`config.mk`:
```
export PLATFORM = sky130hd
export DESIGN_NAME = tpfc_level
export DESIGN_NICKNAME = d
export VERILOG_FILES = /design/src/rtl/tpfc_pkg.sv /design/src/rtl/tpfc_level.sv
export SDC_FILE = /design/constraint.sdc
export NUM_CORES = 2
export LEC_CHECK = 0
export BUFFER_PORTS_ARGS = -buffer_cell sky130_fd_sc_hd__buf_4
export CORE_UTILIZATION = 59
export DETAILED_ROUTE_END_ITERATION = 8
export HOLD_SLACK_MARGIN = 0.15
export PLACE_DENSITY_LB_ADDON = 0.08
export SYNTH_ARGS = -nofsm -noshare
export SYNTH_HDL_FRONTEND = slang
export SYNTH_SLANG_ARGS = --single-unit
```
`constraint.sdc`:
```
create_clock -name clock -period 10.15 [get_ports clock]
set_clock_uncertainty 0.2 [all_clocks]
set_input_delay 0.5075 -clock clock [delete_from_list [all_inputs] [get_ports clock]]
set_output_delay 0.5075 -clock clock [all_outputs]
set_load 0.01 [all_outputs]
```
`src/rtl/tpfc_pkg.sv`:
```
// ============================================================================
// tpfc_pkg
// Shared types, widths, the format table and block arithmetic for the
// texture pitch and footprint calculator.
// ============================================================================
package tpfc_pkg;

   // Format table size and field widths
   localparam int unsigned TABLE_SIZE = 98;
   localparam int unsigned ROW_W      = 20;  // blocks across (16b) times bytes (<=16)
   localparam int unsigned PROD_W     = 32;  // blocks across times blocks down
   localparam int unsigned SLICE2D_W  = 36;  // row pitch times scanlines
   localparam int unsigned SLICE_W    = 48;  // 2D slice times depth
   localparam int unsigned SUM_W      = 38;  // sum of 2D slices over all mips
   localparam int unsigned FOOT_W     = 50;  // sum times array count

   // Block edge codes (log2 of block width or height)
   localparam logic [1:0] EDGE_1 = 2'd0;
   localparam logic [1:0] EDGE_4 = 2'd2;
   localparam logic [1:0] EDGE_8 = 2'd3;

   // Format codes with special block shapes
   localparam logic [6:0] FMT_UNKNOWN    = 7'd0;
   localparam logic [6:0] FMT_WIDE_BLOCK = 7'd66;
   localparam logic [6:0] FMT_BC_A_FIRST = 7'd68;
   localparam logic [6:0] FMT_BC_A_LAST  = 7'd82;
   localparam logic [6:0] FMT_BC_B_FIRST = 7'd92;

   // Bytes per block for each format
   localparam logic [4:0] BLOCK_BYTES [0:TABLE_SIZE-1] = '{
      5'd0,  5'd16, 5'd16, 5'd16, 5'd16, 5'd12, 5'd12, 5'd12, 5'd12, 5'd8,
      5'd8,  5'd8,  5'd8,  5'd8,  5'd8,  5'd8,  5'd8,  5'd8,  5'd8,  5'd8,
      5'd8,  5'd8,  5'd8,  5'd4,  5'd4,  5'd4,  5'd4,  5'd4,  5'd4,  5'd4,
      5'd4,  5'd4,  5'd4,  5'd4,  5'd4,  5'd4,  5'd4,  5'd4,  5'd4,  5'd4,
      5'd4,  5'd4,  5'd4,  5'd4,  5'd4,  5'd4,  5'd4,  5'd4,  5'd2,  5'd2,
      5'd2,  5'd2,  5'd2,  5'd2,  5'd2,  5'd2,  5'd2,  5'd2,  5'd2,  5'd2,
      5'd1,  5'd1,  5'd1,  5'd1,  5'd1,  5'd1,  5'd1,  5'd4,  5'd8,  5'd8,
      5'd8,  5'd16, 5'd16, 5'd16, 5'd16, 5'd16, 5'd16, 5'd8,  5'd8,  5'd8,
      5'd16, 5'd16, 5'd16, 5'd2,  5'd2,  5'd4,  5'd4,  5'd4,  5'd4,  5'd4,
      5'd4,  5'd4,  5'd16, 5'd16, 5'd16, 5'd16, 5'd16, 5'd16
   };

   // Request transaction
   typedef struct packed {
      logic [6:0]  format_index;
      logic [15:0] tex_width;
      logic [15:0] tex_height;
      logic [11:0] tex_depth;
      logic [4:0]  mip_level;
      logic [4:0]  mip_total;
      logic [11:0] array_count;
   } req_type;

   // Response transaction
   typedef struct packed {
      logic [31:0] row_pitch;
      logic [15:0] scanline_count;
      logic [31:0] slice_pitch;
      logic [31:0] total_footprint;
      logic        overflow;
      logic        bad_format;
   } rsp_type;

   // Decoded format
   typedef struct packed {
      logic       bad;
      logic [4:0] bytes;
      logic [1:0] bw_lg;
      logic [1:0] bh_lg;
   } tpfc_fmt_type;

   // Item held for the whole computation
   typedef struct packed {
      logic        bad;
      logic [4:0]  bytes;
      logic [1:0]  bw_lg;
      logic [1:0]  bh_lg;
      logic [15:0] width;
      logic [15:0] height;
      logic [11:0] depth;
      logic [4:0]  level;
      logic [4:0]  mips;
      logic [11:0] arr;
   } tpfc_item_type;

   // Token passed from cell to cell
   typedef struct packed {
      logic              valid;
      logic [SUM_W-1:0]  sum;
      logic [PROD_W-1:0] prod;
   } tpfc_link_type;

   // Results at the requested mip level
   typedef struct packed {
      logic [ROW_W-1:0] row;
      logic [15:0]      scan;
      logic [31:0]      slice;
      logic             ovf;
   } tpfc_lvl_type;

   // Decode a format code from the table (range check against the table only)
   function automatic tpfc_fmt_type decode_format(input logic [6:0] fmt);
      tpfc_fmt_type res;
      logic         packed_bc;
      res       = '0;
      packed_bc = ((fmt >= FMT_BC_A_FIRST) && (fmt <= FMT_BC_A_LAST)) ||
                  (fmt >= FMT_BC_B_FIRST);
      if ((fmt == FMT_UNKNOWN) || (32'(fmt) >= TABLE_SIZE)) begin
         res.bad = 1'b1;
      end else begin
         res.bytes = BLOCK_BYTES[fmt];
         res.bad   = (BLOCK_BYTES[fmt] == 5'd0);
         if (fmt == FMT_WIDE_BLOCK) begin
            res.bw_lg = EDGE_8;
         end else if (packed_bc) begin
            res.bw_lg = EDGE_4;
         end else begin
            res.bw_lg = EDGE_1;
         end
         res.bh_lg = packed_bc ? EDGE_4 : EDGE_1;
      end
      return res;
   endfunction

   // Blocks covering a dimension at a mip level; zero stays zero
   function automatic logic [15:0] blocks_at(input logic [15:0] dim,
                                             input logic [4:0]  shamt,
                                             input logic [1:0]  lg);
      logic [15:0] d;
      logic [16:0] r;
      d = dim >> shamt;
      if (d == 16'd0) begin
         d = 16'd1;
      end
      r = ({1'b0, d} + ((17'd1 << lg) - 17'd1)) >> lg;
      if (dim == 16'd0) begin
         r = '0;
      end
      return r[15:0];
   endfunction

endpackage

```
`src/rtl/tpfc_level.sv`:
```
// ============================================================================
// tpfc_level
// Row pitch, scanline count and slice pitch at the requested mip level,
// settled over three register stages from the held item.
// ============================================================================
module tpfc_level (
   input  logic                    clock,
   input  tpfc_pkg::tpfc_item_type item,
   output tpfc_pkg::tpfc_lvl_type  lvl
);

   logic [tpfc_pkg::ROW_W-1:0]     row_ff, row_in;
   logic [15:0]                    scan_ff, scan_in;
   logic [tpfc_pkg::SLICE2D_W-1:0] slice2d_ff, slice2d_in;
   logic [tpfc_pkg::SLICE_W-1:0]   slice_ff, slice_in;
   logic [15:0]                    bw_blocks;

   // Block counts and row pitch at the mip level
   always_comb begin
      bw_blocks  = tpfc_pkg::blocks_at(item.width, item.level, item.bw_lg);
      row_in     = tpfc_pkg::ROW_W'(21'(bw_blocks) * 21'(item.bytes));
      scan_in    = tpfc_pkg::blocks_at(item.height, item.level, item.bh_lg);
      slice2d_in = tpfc_pkg::SLICE2D_W'(row_ff) * tpfc_pkg::SLICE2D_W'(scan_ff);
      slice_in   = tpfc_pkg::SLICE_W'(slice2d_ff) * tpfc_pkg::SLICE_W'(item.depth);
   end

   // Hold each product for the next stage
   always_ff @(posedge clock) begin
      row_ff     <= row_in;
      scan_ff    <= scan_in;
      slice2d_ff <= slice2d_in;
      slice_ff   <= slice_in;
   end

   assign lvl.row   = row_ff;
   assign lvl.scan  = scan_ff;
   assign lvl.slice = slice_ff[31:0];
   assign lvl.ovf   = (|slice2d_ff[tpfc_pkg::SLICE2D_W-1:32]) ||
                      (|slice_ff[tpfc_pkg::SLICE_W-1:32]);

endmodule

```
* Yosys cells after proc, flatten, opt, wreduce, memory -nomap -nowiden
Index checks and enable logic that the tools add are counted.
Cells by class: add/sub/neg operators 4, reductions and logical operators 7, $mul 3, muxes and demuxes 3, shift operators 6, bitwise logic cells 0, div/mod/pow operators 0, order comparisons 0, equality and inequality tests 0
Operators with widths (count):
- 16-bit zero test | 4
- 36-bit by 12-bit multiplier with 48-bit output | 1
- 16-bit 2-to-1 mux | 3
- 20-bit by 16-bit multiplier with 36-bit output | 1
- 16-bit by 17-bit adder with 17-bit output | 2
- 1-bit by 2-bit << shifter with 17-bit output, first input constant | 2
- 17-bit by 2-bit right shift with 16-bit output | 2
- 17-bit by 1-bit subtractor with 17-bit output, second input constant | 2
- 16-bit by 5-bit right shift with 16-bit output | 2
- 16-bit by 5-bit multiplier with 20-bit output | 1
- 16-bit OR reduction | 1
- 4-bit OR reduction | 1
- 1-bit logical OR | 1
Word-level totals: output and inout port bits 69, word-level logic and storage cells 27, memory bits (read-only) 0, memories kept 0, RAM bits 0, input bits 77, register bits after elaboration 120, bits in latches 0

* Logic depth before layout (Yosys ltp)
word-level depth 7, depth in mapped cells 41

* Worst setup path before layout
No wires, ideal clock.
path kind input-to-reg, from in item[18] in the netlist's numbering, to reg row_ff[19] in the netlist's numbering, setup time 120 ps, stages 36, data required time 9830 ps, arrival 7789 ps, slack 2041 ps, buffers on the path 3, cell sequence clkbuf_1 buf_1 clkbuf_1 a21oi_1 mux2i_1 nor2_1 nor4_1 a41oi_1 ha_1 inv_1 ha_1 inv_1 fa_1 nor2b_1 o31a_1 o21a_1 nor2_1 xnor2_1 mux2i_1 mux2_2 nor2_1 and2_1 fa_1 fa_1 inv_1 fa_1 inv_1 ha_1 o21a_1 o41ai_1 o21bai_1 o21ai_0 o21ai_0 a21o_1 a21oi_1 xnor2_1
Between the ends: word-level cells in the longest chain between the ends 7
RTL lines:
- start, declared | line tpfc_level.sv:8 | input tpfc_pkg::tpfc_item_type item,
- 16-bit by 5-bit right shift with 16-bit output (*) | line tpfc_pkg.sv:131 | d = dim >> shamt;
- 16-bit zero test | line tpfc_pkg.sv:132 | if (d == 16'd0) begin
- 16-bit 2-to-1 mux (*) | line tpfc_pkg.sv:132
- 16-bit by 17-bit adder with 17-bit output (*) | line tpfc_pkg.sv:135 | r = ({1'b0, d} + ((17'd1 << lg) - 17'd1)) >> lg;
- 17-bit by 2-bit right shift with 16-bit output (*) | line tpfc_pkg.sv:135
- 16-bit 2-to-1 mux (*) | line tpfc_pkg.sv:136 | if (dim == 16'd0) begin
- 16-bit by 5-bit multiplier with 20-bit output (*) | line tpfc_level.sv:21 | row_in = tpfc_pkg::ROW_W'(21'(bw_blocks) * 21'(item.bytes));
- net row_in (one bit) | line tpfc_level.sv:12 | logic [tpfc_pkg::ROW_W-1:0] row_ff, row_in;
- end signal, assigned | line tpfc_level.sv:29 | row_ff <= row_in;
- end, declared | line tpfc_level.sv:12
The timed path passes the listed nets; every way through them passes the cells marked *. A chain may end at the register's enable or synchronous reset.

* Final worst setup path
from in item[17] in the netlist's numbering, to reg row_ff[19] in the netlist's numbering
The elaborated chain is that of the path after synthesis.

==> impl_results.md <==
* Status: complete, no violations
* Hold Path Sink: scan_ff[4]$_SDFF_PP0_
* Crit path launch type: input port
* Asr flop ratio synth at 0%
* Initial Util at 59.84%
* Worst Path Max Fanout at 41
* Setup TNS at 0 ns
* Commonest non-fill, non-tap cell in the layout: inv_1
* Critical path required time at 10.35 ns
* CP top delay family: compound AO/OA/AOI/OAI gates
* Clk sink count at 120
* Mean Syn Cell Area at 8.673 sq um
* Leading register cell type out of synthesis: dfxtp_1
* DRT antenna net count at 0
* Post-synth EDFFs at 0
* Yosys warns at 0
* Number of global-route vias before repair at 25822
* Row cnt at 84
* Routed WL at 73.92 mm
* Later-pin clock latency in the skew report at 0.47 ns
* I/O pins at 146
* PortBufs at 127
* Htree depth at 4
* Sequential share of the synthesized area at 7.624%
* Setup Crit Path Kind: in2reg
* Final Hold Vio Count at 0
* CTS root buffer: clkbuf_16
* Largest net degree at the start of global routing at 48
* Worst path arrival time at 8.88 ns
* Clk buf depth at 2
* Reg2reg start: scan_ff[4]$_SDFF_PP0_
* Syn-to-layout area delta at 4.900%
* RePlAce Congestion at 0.8917
* Worst min-delay path class: in2reg
* Mapped cell area at 0.03151 sq mm
* Die height at 233.1 um
* Slew at the pin closest to its max-slew limit at 1.105 ns
* Slowest cell on the critical path: o41ai_1
* Global-route wire length before repair at 126.1 mm
* Gr usage total at 29.03%
* Setup repair after global routing missed its margin: no
* Total grt overflow at 0
* Die ar. at 0.05433 sq mm
* Worst hold path depth at 3
* Hpwl dp at 58.16 mm
* Die width at 233.1 um
* Initial antenna violation count at 0
* Share of layout cells above drive strength 1 at 5.607%
* Unique masters post-synth at 63
* Post-CTS sizing at 0
* Pre-antenna DRT Iters at 5
* DR WL/cell at 17.30 um
* Core Region at 0.05266 sq mm
* CTS tree: built
* CP bufs+invs at 5
* Final period utilization at 85.55%
* Max-slew headroom at 26.22%
* Pins Over Slew Limit at 0
* Tmin final at 8.683 ns
* # setup viols final at 0
* Cells after Synth at 3633
* Commonest non-fill, non-tap cells in the layout: 685 x inv_1, 633 x fa_1, 597 x nand2_1
* Max incr delay on CP at 0.59 ns
* NumNets Final at 4542
* Max_cap viols at 0
* CTS Buf Count at 17
* Iteration-0 DRC Markers at 1245
* #FFs+latches synth at 120
* CP Capture Type: register
* Ant. Diodes at 0
* Max Fclk at 0.1152 GHz
* Syn nets at 4603
* Via count at 23924
* Min-delay src: item[67]
* Reg2reg setup slack at 2.66 ns
* Clk slew on worst S/H paths at 0.06 ns
* DRC violations left at 0
* RR Endpoint: slice2d_ff[32]$_DFF_P_
* Reg2Reg Depth at 23
* Vias per Instance at 5.599
worst max path at each step:
stage                        start            endpoint  slack (ns)  cells past startpoint
after global placement    item[17]  row_ff[19]$_DFF_P_        1.42                     36
final                     item[17]  row_ff[19]$_DFF_P_        1.47                     38
after CTS                 item[17]  row_ff[19]$_DFF_P_        1.55                     38
after global routing      item[17]  row_ff[19]$_DFF_P_        0.78                     36
after detailed placement  item[17]  row_ff[19]$_DFF_P_        1.08                     38
after floorplan           item[18]  row_ff[19]$_DFF_P_        2.04                     36
routing by layer:
layer	vias to the layer above	wire, um	global-route usage [%]	part of all wire (%)
met2	752	36090	50.27	49
met5	-	0	0	0
li1	10957	-	-	-
met3	142	4508	3.528	6.1
met1	12073	31390	37.85	42
met4	0	1926	9.109	2.6
repair_timing:
item | in CTS | in global routing
hold buffers | 1 | 0
endpoints found under the hold margin | 1 | 0
setup buffers | 0 | 0
registers in the layout (all words and copies together), names as in the netlist:
signal / flops
scan_ff: 16
slice2d_ff: 36
row_ff: 20
slice_ff: 48
area by class of cell:
class	count	area, sq um
clock buffers	19	452.9
clock inverters	13	168.9
repair buffers	129	970.9
inverters	686	2575
flip-flops and latches	120	2402
well taps	688	860.8
multi-input cells	2618	25620
fillers	4537	19600
worst register-to-register path: cells and delay by family (launching register included):
family                   cells  cell delay (ns)
AO/OA/AOI/OAI                6             1.32
flip-flops                   1             1.02
XOR/XNOR                     1             0.14
buffers and inverters        5             0.27
adder cells (fa/ha/maj)      7             3.40
AND/OR/NAND/NOR              4             1.08
through the flow:
step / instances / cell area [sq um] / hold slack (ns) / util [%] / setup WS, ns
2_1_floorplan: 3633 / 31510 / 0.2473 / - / 2.041
3_3_place_gp: 4240 / 32420 / 0.4988 / 61.57 / 1.424
3_5_place_dp: 4240 / 32420 / 0.5043 / 61.57 / 1.081
4_1_cts: 4273 / 33050 / 0.2220 / 62.77 / 1.551
5_1_grt: 4273 / 33050 / 0.2683 / 62.77 / 0.7845
6_report: 4273 / 33050 / 0.2444 / 62.77 / 1.467
cell usage after synthesis, types with 4 or more instances:
master     instances  area share (%)
inv_1            685             8.2
fa_1             633              40
nand2_1          597             7.1
ha_1             260              10
and2_1           238             4.7
clkbuf_1         166             2.0
nor2_1           153             1.8
dfxtp_1          120             7.6
a21oi_1          110             1.7
xnor2_1           83             2.3
mux2i_1           67             2.1
o21ai_0           45            0.71
a21o_1            42             1.0
nor2b_1           34            0.68
o21a_1            33            0.79
a211oi_1          32            0.76
buf_4             32            0.76
xor2_1            26            0.72
nor3_1            22            0.35
nand2b_1          21            0.42
nand3_1           21            0.33
nor4_1            20            0.40
o21bai_1          18            0.43
and3_1            17            0.34
nand4_1           16            0.32
mux2_2            13            0.46
a211o_1           12            0.33
or2_2             12            0.24
a31oi_1           11            0.22
o31a_1             8            0.22
buf_1              7           0.083
o2111ai_1          7            0.19
o211ai_1           7            0.17
or3_1              6            0.12
mux4_2             5            0.36
a21boi_0           4           0.095
and4_1             4            0.11
buf_2              4           0.064
o22ai_1            4           0.079
cell families after synthesis:
group	Yosys count	synth area share, %
buffers and inverters	895	11.06
AO/OA/AOI/OAI	367	7.759
XOR/XNOR	109	3.030
flip-flops	120	7.624
adder cells (fa/ha/maj)	893	50.54
AND/OR/NAND/NOR	1164	17.04
multiplexers	85	2.950
Power is left out: the tool's default activity adds up to more than one toggle a clock period on the data nets, which glitch-free logic cannot reach.
