===== src/rtl/tpfc_pkg.sv =====
// ============================================================================
// tpfc_pkg
// Shared types, widths, the format table and block arithmetic for the
// texture pitch and footprint calculator.
// ============================================================================
package tpfc_pkg;

   // Format table size and field widths
   localparam int unsigned TABLE_SIZE = 98;
   localparam int unsigned ROW_W      = 20;  // blocks across (16b) times bytes (<=16)
   localparam int unsigned PROD_W     = 32;  // blocks across times blocks down
   localparam int unsigned SLICE2D_W  = 36;  // row pitch times scanlines
   localparam int unsigned SLICE_W    = 48;  // 2D slice times depth
   localparam int unsigned SUM_W      = 38;  // sum of 2D slices over all mips
   localparam int unsigned FOOT_W     = 50;  // sum times array count

   // Block edge codes (log2 of block width or height)
   localparam logic [1:0] EDGE_1 = 2'd0;
   localparam logic [1:0] EDGE_4 = 2'd2;
   localparam logic [1:0] EDGE_8 = 2'd3;

   // Format codes with special block shapes
   localparam logic [6:0] FMT_UNKNOWN    = 7'd0;
   localparam logic [6:0] FMT_WIDE_BLOCK = 7'd66;
   localparam logic [6:0] FMT_BC_A_FIRST = 7'd68;
   localparam logic [6:0] FMT_BC_A_LAST  = 7'd82;
   localparam logic [6:0] FMT_BC_B_FIRST = 7'd92;

   // Bytes per block for each format
   localparam logic [4:0] BLOCK_BYTES [0:TABLE_SIZE-1] = '{
      5'd0,  5'd16, 5'd16, 5'd16, 5'd16, 5'd12, 5'd12, 5'd12, 5'd12, 5'd8,
      5'd8,  5'd8,  5'd8,  5'd8,  5'd8,  5'd8,  5'd8,  5'd8,  5'd8,  5'd8,
      5'd8,  5'd8,  5'd8,  5'd4,  5'd4,  5'd4,  5'd4,  5'd4,  5'd4,  5'd4,
      5'd4,  5'd4,  5'd4,  5'd4,  5'd4,  5'd4,  5'd4,  5'd4,  5'd4,  5'd4,
      5'd4,  5'd4,  5'd4,  5'd4,  5'd4,  5'd4,  5'd4,  5'd4,  5'd2,  5'd2,
      5'd2,  5'd2,  5'd2,  5'd2,  5'd2,  5'd2,  5'd2,  5'd2,  5'd2,  5'd2,
      5'd1,  5'd1,  5'd1,  5'd1,  5'd1,  5'd1,  5'd1,  5'd4,  5'd8,  5'd8,
      5'd8,  5'd16, 5'd16, 5'd16, 5'd16, 5'd16, 5'd16, 5'd8,  5'd8,  5'd8,
      5'd16, 5'd16, 5'd16, 5'd2,  5'd2,  5'd4,  5'd4,  5'd4,  5'd4,  5'd4,
      5'd4,  5'd4,  5'd16, 5'd16, 5'd16, 5'd16, 5'd16, 5'd16
   };

   // Request transaction
   typedef struct packed {
      logic [6:0]  format_index;
      logic [15:0] tex_width;
      logic [15:0] tex_height;
      logic [11:0] tex_depth;
      logic [4:0]  mip_level;
      logic [4:0]  mip_total;
      logic [11:0] array_count;
   } req_type;

   // Response transaction
   typedef struct packed {
      logic [31:0] row_pitch;
      logic [15:0] scanline_count;
      logic [31:0] slice_pitch;
      logic [31:0] total_footprint;
      logic        overflow;
      logic        bad_format;
   } rsp_type;

   // Decoded format
   typedef struct packed {
      logic       bad;
      logic [4:0] bytes;
      logic [1:0] bw_lg;
      logic [1:0] bh_lg;
   } tpfc_fmt_type;

   // Item held for the whole computation
   typedef struct packed {
      logic        bad;
      logic [4:0]  bytes;
      logic [1:0]  bw_lg;
      logic [1:0]  bh_lg;
      logic [15:0] width;
      logic [15:0] height;
      logic [11:0] depth;
      logic [4:0]  level;
      logic [4:0]  mips;
      logic [11:0] arr;
   } tpfc_item_type;

   // Token passed from cell to cell
   typedef struct packed {
      logic              valid;
      logic [SUM_W-1:0]  sum;
      logic [PROD_W-1:0] prod;
   } tpfc_link_type;

   // Results at the requested mip level
   typedef struct packed {
      logic [ROW_W-1:0] row;
      logic [15:0]      scan;
      logic [31:0]      slice;
      logic             ovf;
   } tpfc_lvl_type;

   // Decode a format code from the table (range check against the table only)
   function automatic tpfc_fmt_type decode_format(input logic [6:0] fmt);
      tpfc_fmt_type res;
      logic         packed_bc;
      res       = '0;
      packed_bc = ((fmt >= FMT_BC_A_FIRST) && (fmt <= FMT_BC_A_LAST)) ||
                  (fmt >= FMT_BC_B_FIRST);
      if ((fmt == FMT_UNKNOWN) || (32'(fmt) >= TABLE_SIZE)) begin
         res.bad = 1'b1;
      end else begin
         res.bytes = BLOCK_BYTES[fmt];
         res.bad   = (BLOCK_BYTES[fmt] == 5'd0);
         if (fmt == FMT_WIDE_BLOCK) begin
            res.bw_lg = EDGE_8;
         end else if (packed_bc) begin
            res.bw_lg = EDGE_4;
         end else begin
            res.bw_lg = EDGE_1;
         end
         res.bh_lg = packed_bc ? EDGE_4 : EDGE_1;
      end
      return res;
   endfunction

   // Blocks covering a dimension at a mip level; zero stays zero
   function automatic logic [15:0] blocks_at(input logic [15:0] dim,
                                             input logic [4:0]  shamt,
                                             input logic [1:0]  lg);
      logic [15:0] d;
      logic [16:0] r;
      d = dim >> shamt;
      if (d == 16'd0) begin
         d = 16'd1;
      end
      r = ({1'b0, d} + ((17'd1 << lg) - 17'd1)) >> lg;
      if (dim == 16'd0) begin
         r = '0;
      end
      return r[15:0];
   endfunction

endpackage


===== src/rtl/tpfc_cell.sv =====
// ============================================================================
// tpfc_cell
// One mip of the footprint chain: forms its own block area and folds the
// previous cell's area, scaled by bytes per block, into the running sum.
// ============================================================================
module tpfc_cell #(
   parameter int unsigned LEVEL = 0
) (
   input  logic                    clock,
   input  logic                    reset,
   input  tpfc_pkg::tpfc_item_type item,
   input  tpfc_pkg::tpfc_link_type link_in,
   output tpfc_pkg::tpfc_link_type link_out
);

   tpfc_pkg::tpfc_link_type link_ff, link_next_in;
   logic [15:0] bw_blocks, bh_blocks;
   logic        active;
   logic [36:0] scaled;

   // Block counts at this cell's mip
   assign bw_blocks = tpfc_pkg::blocks_at(item.width, 5'(LEVEL), item.bw_lg);
   assign bh_blocks = tpfc_pkg::blocks_at(item.height, 5'(LEVEL), item.bh_lg);
   assign active    = ({1'b0, item.mips} > 6'(LEVEL));

   // Accumulate the neighbor's area, form own area
   always_comb begin
      scaled             = 37'(link_in.prod) * 37'(item.bytes);
      link_next_in.valid = link_in.valid;
      link_next_in.sum   = link_in.sum + tpfc_pkg::SUM_W'(scaled);
      link_next_in.prod  = active ? (32'(bw_blocks) * 32'(bh_blocks)) : '0;
   end

   // Advance the token one cell per cycle
   always_ff @(posedge clock) begin
      link_ff.sum  <= link_next_in.sum;
      link_ff.prod <= link_next_in.prod;
      if (reset) begin
         link_ff.valid <= 1'b0;
      end else begin
         link_ff.valid <= link_next_in.valid;
      end
   end

   assign link_out = link_ff;

endmodule


===== config.mk =====
export PLATFORM = sky130hd
export DESIGN_NAME = tpfc_cell
export DESIGN_NICKNAME = d
export VERILOG_FILES = /design/src/rtl/tpfc_pkg.sv /design/src/rtl/tpfc_cell.sv
export SDC_FILE = /design/constraint.sdc
export NUM_CORES = 1
export LEC_CHECK = 0
export ABC_CLOCK_PERIOD_IN_PS = 14950
export BUFFER_PORTS_ARGS = -buffer_cell sky130_fd_sc_hd__buf_2
export CAP_MARGIN = 20
export CORE_MARGIN = 2
export CORE_UTILIZATION = 40
export DETAILED_ROUTE_END_ITERATION = 8
export SYNTH_ARGS = -nofsm -noshare
export SYNTH_HDL_FRONTEND = slang
export SYNTH_SLANG_ARGS = --single-unit

===== constraint.sdc =====
create_clock -name clock -period 14.95 [get_ports clock]
set_input_delay 1.495 -clock clock [delete_from_list [all_inputs] [get_ports clock]]
set_output_delay 1.495 -clock clock [all_outputs]
set_load 0.005 [all_outputs]

# --- After elaboration in Yosys (flattened, before gate mapping) ---
# Cells that the tools add are included.
op_classes:
  n_shift: 4
  multipliers: 2
  order_cmp: 1
  n_addsub: 5
  reduce_logical: 2
  muxes: 4
op_table:
  columns: ["op", "n"]
  rows:
  - ["$mux W16", 4]
  - ["$add A38 B37 Y38", 1]
  - ["$mul A32 B5 Y37", 1]
  - ["$add A16 B17 Y17", 2]
  - ["$shl A1 B2 Y17 const A", 2]
  - ["$shr A17 B2 Y16", 2]
  - ["$sub A17 B1 Y17 const B", 2]
  - ["$logic_not A16 Y1", 2]
  - ["$mul A16 B16 Y32", 1]
  - ["$gt A5 B1 Y1 const B", 1]
totals:
  in_bits: 149
  word_cells: 21
  output_inout_bits: 71
  regBits: 71

# --- Longest topological paths before layout ---
# Gate-level depths: netlist (run 1).
depth:
  ltp_word: 6
  mapped_depth: 45
  depth_no_buf: 41

# --- Least setup slack after synthesis (run 1) ---
# No wires, ideal clock.
synth_timing:
  kind: "input-to-reg"
  start: "input port item[37] in the netlist's numbering"
  end: "register link_ff, in the netlist link_out[28]"
  path_stages: 37
  setup_ns: 0.132
  t_arrival_ns: 10.563
  required_ns: 14.818
  slack_ns: 4.255
  n_path_buf: 2
  cell_sequence: "or4_1 > nor4_1 > buf_2 > buf_1 > nor2_1 > ha_1 > inv_1 > ha_1 > inv_1 > fa_1 > nor2b_1 > o21ai_0 > o211ai_1 > a311oi_1 > o31ai_1 > xnor2_1 > mux2i_1 > a211oi_2 > nand2_1 > fa_1 > fa_1 > inv_1 > fa_1 > fa_1 > fa_1 > inv_1 > fa_1 > inv_1 > ha_1 > nand4_1 > or4_1 > a21oi_1 > o21ai_0 > o21ai_0 > a31oi_1 > mux2i_1 > a21oi_1"
synth_between:
  elab_chain_cells: 6
synth_rtl:
  columns: ["element", "line", "source"]
  rows:
  - ["start: declaration", "tpfc_cell.sv:11", "input tpfc_pkg::tpfc_item_type item,"]
  - ["$logic_not A16 Y1", "tpfc_pkg.sv:132, tpfc_pkg.sv:136", null]
  - ["$mux W16", "tpfc_pkg.sv:132", "if (d == 16'd0) begin"]
  - ["$add A16 B17 Y17", "tpfc_pkg.sv:135", "r = ({1'b0, d} + ((17'd1 << lg) - 17'd1)) >> lg;"]
  - ["$shr A17 B2 Y16", "tpfc_pkg.sv:135", null]
  - ["$mux W16 *", "tpfc_pkg.sv:136", "if (dim == 16'd0) begin"]
  - ["$mul A16 B16 Y32 *", "tpfc_cell.sv:31", "link_next_in.prod = active ? (32'(bw_blocks) * 32'(bh_blocks)) : '0;"]
  - ["end: declaration", "tpfc_cell.sv:16", "tpfc_pkg::tpfc_link_type link_ff, link_next_in;"]
# Mark *: on every way between the ends. The rest lies on a longest branch, timed or not.
# A chain may end at the register's enable or synchronous reset.

# --- Worst setup path in the final report (run 1) ---
# Same ends and word-level chain as after synthesis.

==> impl_metrics.csv, run 1 <==
group,metric,value,unit
run_status,status,"complete, no violations",
sta,rsz0062_at_grt,"false",
sta,slew_viol_final,0,
die,dieWidth,220,um
global_route,antenna_found_initial,5,
sta,layout_setup_ws,3400,ps
critical_path,critPathCaptureType,"flop",
place,port_buffers,189,
critical_path,cp_top_family,"adder cells",
route,vias,15500,
route,drc,0,
layout,n_fill_cell,4623,
place,dp_hpwl,39400,um
sta,fin_setup_tns,0,ps
route,drtIter0Drc,999,
critical_path,cp_common_cell,"fa_1",
clocking,clk_pin_slew,70,ps
die,chipHeight,220,um
die,die_area,48600,um2
route,detail_route.wl_per_cell,15.6,um
global_route,grt_pass1_wl,77400,um
sta,post-route-period-util,0.772,
sta,tightest_slew,1020,ps
clocking,cts_resized,0,
clocking,htree_levels,3,
die,core-area,46400,um2
clocking,clock_path_buffers,2,
critical_path,crit_type,"in -> reg",
layout,largest_reg_flops,71,
clocking,post_cts_buffers,0,
synth,synth-seq-cells,71,
job,cap_viol_max_count,0,
synth,synthesis.area,18700,um2
sta,fin_hold_ws,1310,ps
synth,synth_area_leaders,"fa_1 (34%), ha_1 (13%), inv_1 (8.9%)",
global_route,grt_pass1_vias,15600,
clocking,holdBufCountCts,0,
layout,syn2layout_area_growth,9.98,%
global_route,grt_use_total,0.200,
synth,synth_warnings,0,
clocking,cts.sinks,71,
synth,netlist_instances,2247,
critical_path,critical_path_buf_inv_count,6,
synth,post-synth-top-area-fraction,0.343,
sta,setup_viol,0,
critical_path,cpPeakStageDelay,750,ps
synth,yosysSeqAreaShare,0.0759,
clocking,cts_root_buffer,"clkbuf_16",
route,wirelength,46900,um
sta,hold_violations,0,
critical_path,worstPathArrival,11770,ps
synth,syn_nets,2917,
global_route,gr-total-overflow,0,
route,first_pass_iters,7,
synth,synth_edf_count,0,
critical_path,required,15170,ps
global_route,grt_max_degree,33,
critical_path,crit_path_top_delay_cell,"or4_1",
synth,syn_area_per_cell,8.33,um2
clocking,cts_made_buffers,9,
critical_path,critPathLaunchType,"input port",
die,io_pins,220,
clocking,cts_tree,"done",
layout,drive_above_1_share,0.104,
sta,slew_headroom,0.318,
place,gp_congestion,0.858,
synth,synth-main-ff-cell,"dfxtp_1",
route,drtAntennaViolNets,0,
place,pre_cts_slack,3150,ps
route,via_per_inst,5.15,
sta,fin_crit,11550,ps
worst_hold_path,hold_path_class,"in -> reg",
die,initial_core_util,0.404,
synth,synth_cell_type_count,79,
die,rows,79,
sta,fmax,86.6,MHz
critical_path,path_max_fanout,17,
synth,yosysTopAreaCell,"fa_1",
synth,synthArstFlopShare,0,
layout,nNetsFinal,3065,
logic make-up (layout without fill, tap and decap cells):
| kind of cell | count (synthesis) | after routing | synth area share |
|---|---|---|---|
| multiplexers | 19 | 19 | 0.0110 |
| flip-flops | 71 | 71 | 0.0759 |
| other | 0 | 2 | 0 |
| buffers and inverters | 510 | 663 | 0.104 |
| XOR/XNOR | 82 | 82 | 0.0388 |
| adder cells (fa/ha/maj) | 521 | 521 | 0.477 |
| AND/OR/NAND/NOR | 732 | 732 | 0.180 |
| AO/OA/AOI/OAI | 312 | 312 | 0.114 |
per-stage QoR:
step	area (um2)	util	instances
2_1_floorplan	18700	-	2247
5_1_grt	20600	0.444	3009
3_5_place_dp	20300	0.438	2991
4_1_cts	20600	0.444	3007
6_report	20600	0.444	3009
3_3_place_gp	20300	0.437	2990
layout by cell type, fill, tap and decap left out, drive strengths merged, types with 5 or more instances in the layout:
cell    instances
nand3b          5
dfxtp          71
ha            200
a31oi           9
o21ai          57
xnor2          55
a211oi         28
or4             6
o211ai         12
nor2b          35
or2             8
xor2           27
nor2          200
nand2         290
and3            8
nand2b         30
and2           91
clkbuf          9
nor3           23
fa            321
nand4           5
or3             8
a21oi          86
nand3           8
a211o           7
a21o           31
a21boi          5
inv           446
mux2i          17
o21a           14
o21bai         14
a41oi           5
buf           202
Yosys cell counts, drive strengths merged, types with 3 or more instances:
library cell and instances:
a41oi 5, or4 6, nor3 23, and2 91, nor4 4, o21ai 57, and4 4, o32ai 4
xnor2 55, a21boi 5, or2 8, dfxtp 71, nand3b 5, ha 200, xor2 27, nand2 290
or3 8, a311oi 3, a31oi 9, o221ai 4, nor2b 35, o21a 14, o22ai 4, buf 15
nor3b 3, clkbuf 50, nor2 200, a21oi 86, o21bai 14, o32a 4, o31ai 4, fa 321
a21o 31, mux2i 17, o211ai 12, nand3 8, a211oi 28, nand2b 30, and3 8, a221oi 3
o211a 3, inv 444, nand4 5, a211o 7
final cells by class:
type	instances	area (um2)	share of cell area
inverters	445	1670	0.0811
flip-flops and latches	71	1420	0.0690
diodes	2	5.00	0.000243
clock inverters	7	80.1	0.00389
well taps	607	759	0.0369
repair buffers	202	1040	0.0507
clock buffers	9	225	0.0109
multi-input cells	1666	15400	0.747
routing by layer:
metal | global-route usage | wire [um] | vias to the layer above
li1 | - | - | 7337
met1 | 0.278 | 20900 | 7650
met2 | 0.326 | 22200 | 425
met3 | 0.0327 | 2850 | 67
met4 | 0.0465 | 897 | 4
met5 | 0 | 23 | -
worst paths after layout:
check | startpoint | to | slack (ps) | cells past startpoint
worst max-delay path | item[37] | link_out[28] | 3400 | 34
worst min-delay path | reset | link_out[70] | 1310 | 2
Power of run 1 is not shown: default switching activity piles up to over one toggle a cycle in this logic, so the estimate is an artifact.
==> inputs of run 2 (changes only) <==
- ABC_AREA: default -> 1
- ABC_CLOCK_PERIOD_IN_PS: 14950 -> 12040
- clock period: 14.95 -> 12.04 ns (I/O delays scaled with it)
==> run 2 against run 1 <==
Against the previous run:
- sequential share of layout area fell by 0.42 points
- core utilization down 0.45 points
- via count is 15% higher
- critical endpoint is now link_out[21]
- largest cell class unchanged
- highest routed layer is now met4
==> impl_metrics.csv, run 2 <==
group,metric,value,unit
worst_hold_path,hold_path_class,"in -> reg",
clocking,cts_tree,"done",
sta,fin_setup_tns,0,ps
synth,synth_cell_type_count,51,
synth,yosysSeqAreaShare,0.0709,
synth,post-synth-top-area-fraction,0.320,
synth,synth-main-ff-cell,"dfxtp_1",
layout,multi_input_area,15600,um2
layout,final_common_cell,"nand2_1",
worst_hold_path,hold_start,"reset",
die,io_pins,220,
layout,drive_above_1_share,0.105,
route,vias,17900,
sta,rsz0062_at_grt,"false",
critical_path,crit_type,"in -> reg",
layout,regArea,1420,um2
synth,synth_edf_count,0,
route,via_per_inst,4.89,
synth,synthTopCellsByCount,"nand2_1 (711), inv_1 (684), fa_1 (321)",
worst_hold_path,hold-path-cell-count,2,
sta,hold_violations,0,
sta,tightest_slew,777,ps
layout,final_cell_mix,"nand2_1 (711), inv_1 (684), fa_1 (321), nor2_1 (227), ha_1 (200)",
synth,syn_area_per_cell,7.10,um2
synth,synth_warnings,0,
global_route,grt_max_degree,33,
critical_path,path_max_fanout,12,
route,drc,0,
synth,yosysTopAreaCell,"fa_1",
clocking,cts_made_buffers,9,
sta,setup_viol,0,
place,gp_congestion,0.949,
clocking,htree_levels,3,
synth,synth-seq-cells,71,
global_route,gr-total-overflow,0,
layout,n_fill_cell,5302,
route,wirelength,54500,um
sta,slew_viol_final,0,
route,drtIter0Drc,887,
die,rows,82,
synth,synthArstFlopShare,0,
synth,synthesis.area,20100,um2
sta,post-route-period-util,0.781,
clocking,cts.sinks,71,
die,die_area,51900,um2
critical_path,crit_path_top_delay_cell,"fa_1",
route,drtAntennaViolNets,0,
layout,nNetsFinal,3644,
sta,fmax,106,MHz
die,initial_core_util,0.402,
sta,slew_headroom,0.481,
critical_path,worstPathArrival,9640,ps
critical_path,critPathLaunchType,"input port",
place,port_buffers,189,
worst_hold_path,worst_hold_path.endpoint,"link_out[70]",
place,dp_hpwl,47000,um
layout,syn2layout_area_growth,9.37,%
run_status,status,"complete, no violations",
die,core-area,49900,um2
global_route,grt_pass1_vias,19000,
synth,yosysMostFrequentCell,"nand2_1",
synth,syn_nets,3493,
critical_path,cpPeakStageDelay,540,ps
job,cap_viol_max_count,0,
layout,largest_reg_flops,71,
clocking,post_cts_buffers,0,
clocking,cts_root_buffer,"clkbuf_16",
critical_path,required,12280,ps
die,dieWidth,228,um
synth,synth_area_leaders,"fa_1 (32%), nand2_1 (13%), inv_1 (13%)",
clocking,cts_resized,0,
global_route,antenna_found_initial,3,
route,detail_route.wl_per_cell,14.9,um
clocking,clk_pin_slew,60,ps
die,chipHeight,228,um
synth,netlist_instances,2823,
clocking,holdBufCountCts,0,
route,first_pass_iters,6,
sta,fin_crit,9400,ps
global_route,grt_use_total,0.217,
global_route,grt_pass1_wl,92100,um
clocking,clock_path_buffers,2,
critical_path,critPathCaptureType,"flop",
-- run 2: cell count changes in the layout (fill, tap and decap cells not counted), moves of 46 or more --
cell,previous run,this run
nand2_1,289,711
inv_1,444,684
nand3_1,8,134
and2_1,91,5
a21oi_1,86,138
xnor2_1,54,8
-- run 2: kinds of logic after synthesis --
family,after synthesis,share of synthesized area
AND/OR/NAND/NOR,1192,0.254
AO/OA/AOI/OAI,236,0.0640
buffers and inverters,766,0.150
flip-flops,71,0.0709
adder cells (fa/ha/maj),521,0.445
XOR/XNOR,36,0.0157
multiplexers,1,0.000499
-- run 2: worst max-delay path, delay by kind of cell --
family | cells | cell delay (ps)
AO/OA/AOI/OAI | 1 | 190
adder cells (fa/ha/maj) | 11 | 4290
buffers and inverters | 13 | 1280
AND/OR/NAND/NOR | 21 | 2640
-- run 2: worst max-delay path by stage --
stage | start | to
global route | item[65] | link_out[25]
finish | item[63] | link_out[21]
CTS | item[63] | link_out[25]
floorplan | item[63] | link_out[21]
global placement | item[47] | link_out[25]
detailed placement | item[63] | link_out[25]
-- run 2: layout make-up --
type                    count  share of cell area
multi-input cells        1986               0.713
inverters                 715               0.123
flip-flops and latches     71              0.0648
repair buffers            191              0.0438
well taps                 672              0.0383
clock buffers              11              0.0115
clock inverters             5             0.00582
diodes                      3            0.000342
-- run 2: routing by layer --
| layer | global-route usage | vias to the layer above | share of wire |
|---|---|---|---|
| met5 | 0 | - | 0 |
| met4 | 0.0641 | 0 | 0.029 |
| met3 | 0.0331 | 89 | 0.055 |
| met2 | 0.391 | 473 | 0.49 |
| met1 | 0.267 | 8573 | 0.42 |
| li1 | - | 8718 | - |
-- run 2: metrics by stage --
step | utilization | std cells | hold WS (ps) | setup slack (ps) | instance area [um2]
floorplan | - | 2823 | 1280 | 3800 | 20100
global placement | 0.432 | 3635 | 1360 | 2390 | 21500
detailed placement | 0.432 | 3635 | 1370 | 2310 | 21500
CTS | 0.440 | 3651 | 991 | 2660 | 21900
global route | 0.440 | 3652 | 992 | 1960 | 21900
finish | 0.440 | 3654 | 1000 | 2640 | 21900
Power of run 2 is left out for the same reason.
==> inputs of run 3 (changes only) <==
- ABC_AREA: 1 -> 0
- ABC_CLOCK_PERIOD_IN_PS: 12040 -> 8500
- clock period: 12.04 -> 8.5 ns (I/O delays scaled with it)
==> run 3 against run 2 <==
Against the previous run:
- hold slack lost 370 ps
- global-route usage grew 0.58 points
- wire length shrank 3.1%
- the flow now finishes with violations (setup timing)
==> impl_metrics.csv, run 3 (same netlist as run 1, synthesis figures left out) <==
group,metric,value,unit
die,initial_core_util,0.404,
layout,nNetsFinal,3424,
layout,finalNonFillerCells,3370,
layout,largest_reg_flops,71,
clocking,clock_path_buffers,2,
critical_path,path_max_fanout,7,
layout,multi_input_area,16300,um2
global_route,grt_use_total,0.223,
route,vias,16800,
critical_path,critPathLaunchType,"input port",
clocking,htree_levels,3,
sta,slew_headroom,0.390,
place,port_buffers,189,
place,gp_congestion,0.918,
route,first_pass_iters,5,
layout,drive_above_1_share,0.282,
layout,syn2layout_area_growth,30.2,%
critical_path,cpPeakStageDelay,560,ps
layout,regArea,1420,um2
global_route,antenna_found_initial,4,
global_route,gr-total-overflow,0,
layout,stdcell_area,24400,um2
sta,slew_viol_final,0,
critical_path,critPathCaptureType,"flop",
worst_hold_path,hold_start,"reset",
place,dpl_cell_area,22800,um2
run_status,status,"finished, violations left",
sta,setup_viol,13,
route,drc,0,
layout,n_fill_cell,4329,
sta,fmax,111,MHz
critical_path,worstPathArrival,9220,ps
clocking,clk_pin_slew,60,ps
global_route,grt_pass1_vias,17700,
run_status,violations,"setup timing",
job,cap_viol_max_count,0,
critical_path,crit_path_top_delay_cell,"or4_4",
clocking,cts_tree,"done",
clocking,cts_root_buffer,"clkbuf_16",
worst_hold_path,hold_path_class,"in -> reg",
place,dp_hpwl,44300,um
die,die_area,48600,um2
sta,layout_setup_ws,-475,ps
worst_hold_path,worst_hold_path.endpoint,"link_out[70]",
die,dieWidth,220,um
sta,rsz0062_at_grt,"true",
die,rows,79,
clocking,holdBufCountCts,0,
worst_hold_path,hold-path-cell-count,2,
global_route,grt_max_degree,33,
place,place_inst,3286,
route,wirelength,52900,um
sta,tightest_slew,911,ps
sta,post-route-period-util,1.06,
route,drtIter0Drc,931,
die,io_pins,220,
critical_path,crit_type,"in -> reg",
layout,final_cell_mix,"inv_1 (421), buf_4 (339), fa_1 (313), nand2_1 (267), nor2_1 (191)",
sta,hold_violations,0,
clocking,cts.sinks,71,
critical_path,cp_common_cell,"fa_1",
global_route,grt_pass1_wl,86500,um
die,core-area,46400,um2
die,chipHeight,220,um
clocking,cts_made_buffers,9,
route,detail_route.wl_per_cell,15.7,um
critical_path,required,8740,ps
route,via_per_inst,4.97,
sta,fin_crit,8970,ps
layout,final_common_cell,"inv_1",
route,drtAntennaViolNets,0,
## run 3: worst max path at each step
stage,from,end
3_3_place_gp,item[37],link_out[28]
6_report,item[35],link_out[28]
2_1_floorplan,item[37],link_out[28]
5_1_grt,item[35],link_out[28]
3_5_place_dp,item[51],link_out[28]
4_1_cts,item[35],link_out[28]
## run 3: what timing repair did
item                                    in CTS  in global routing
endpoints found under the setup margin      17                 20
resized for setup                          102                 90
pin swaps                                  114                 59
buffers inserted                            42                 26
cloned                                       0                  2
## run 3: per-stage QoR
stage / hold slack, ps / TNS (ps) / utilization / worst slack [ps]
after global routing: 634 / -9150 / 0.526 / -895
after floorplan: 922 / -5880 / - / -766
after detailed placement: 1010 / -14740 / 0.492 / -1140
after global placement: 1010 / -11370 / 0.492 / -969
final: 633 / -3790 / 0.526 / -475
after CTS: 620 / -3090 / 0.514 / -428
## run 3: worst max-delay path, delay by kind of cell
family	cells	cell delay, ps
XOR/XNOR	1	200
AND/OR/NAND/NOR	7	1600
adder cells (fa/ha/maj)	10	3960
multiplexers	2	330
AO/OA/AOI/OAI	10	1760
buffers and inverters	7	520
## run 3: per-layer routing
metal	share of wire	wire, um	global-route usage
met5	0	0	0
met4	0.021	1110	0.0568
met3	0.045	2380	0.0342
met2	0.49	25900	0.385
met1	0.44	23500	0.291
## run 3: area by class of cell
| class | instances | area share |
|---|---|---|
| diodes | 4 | 0.000411 |
| clock buffers | 9 | 0.00924 |
| clock inverters | 7 | 0.00334 |
| inverters | 445 | 0.0686 |
| multi-input cells | 1666 | 0.670 |
| flip-flops and latches | 71 | 0.0583 |
| well taps | 607 | 0.0312 |
| repair buffers | 561 | 0.159 |
Power of run 3 is left out for the same reason.
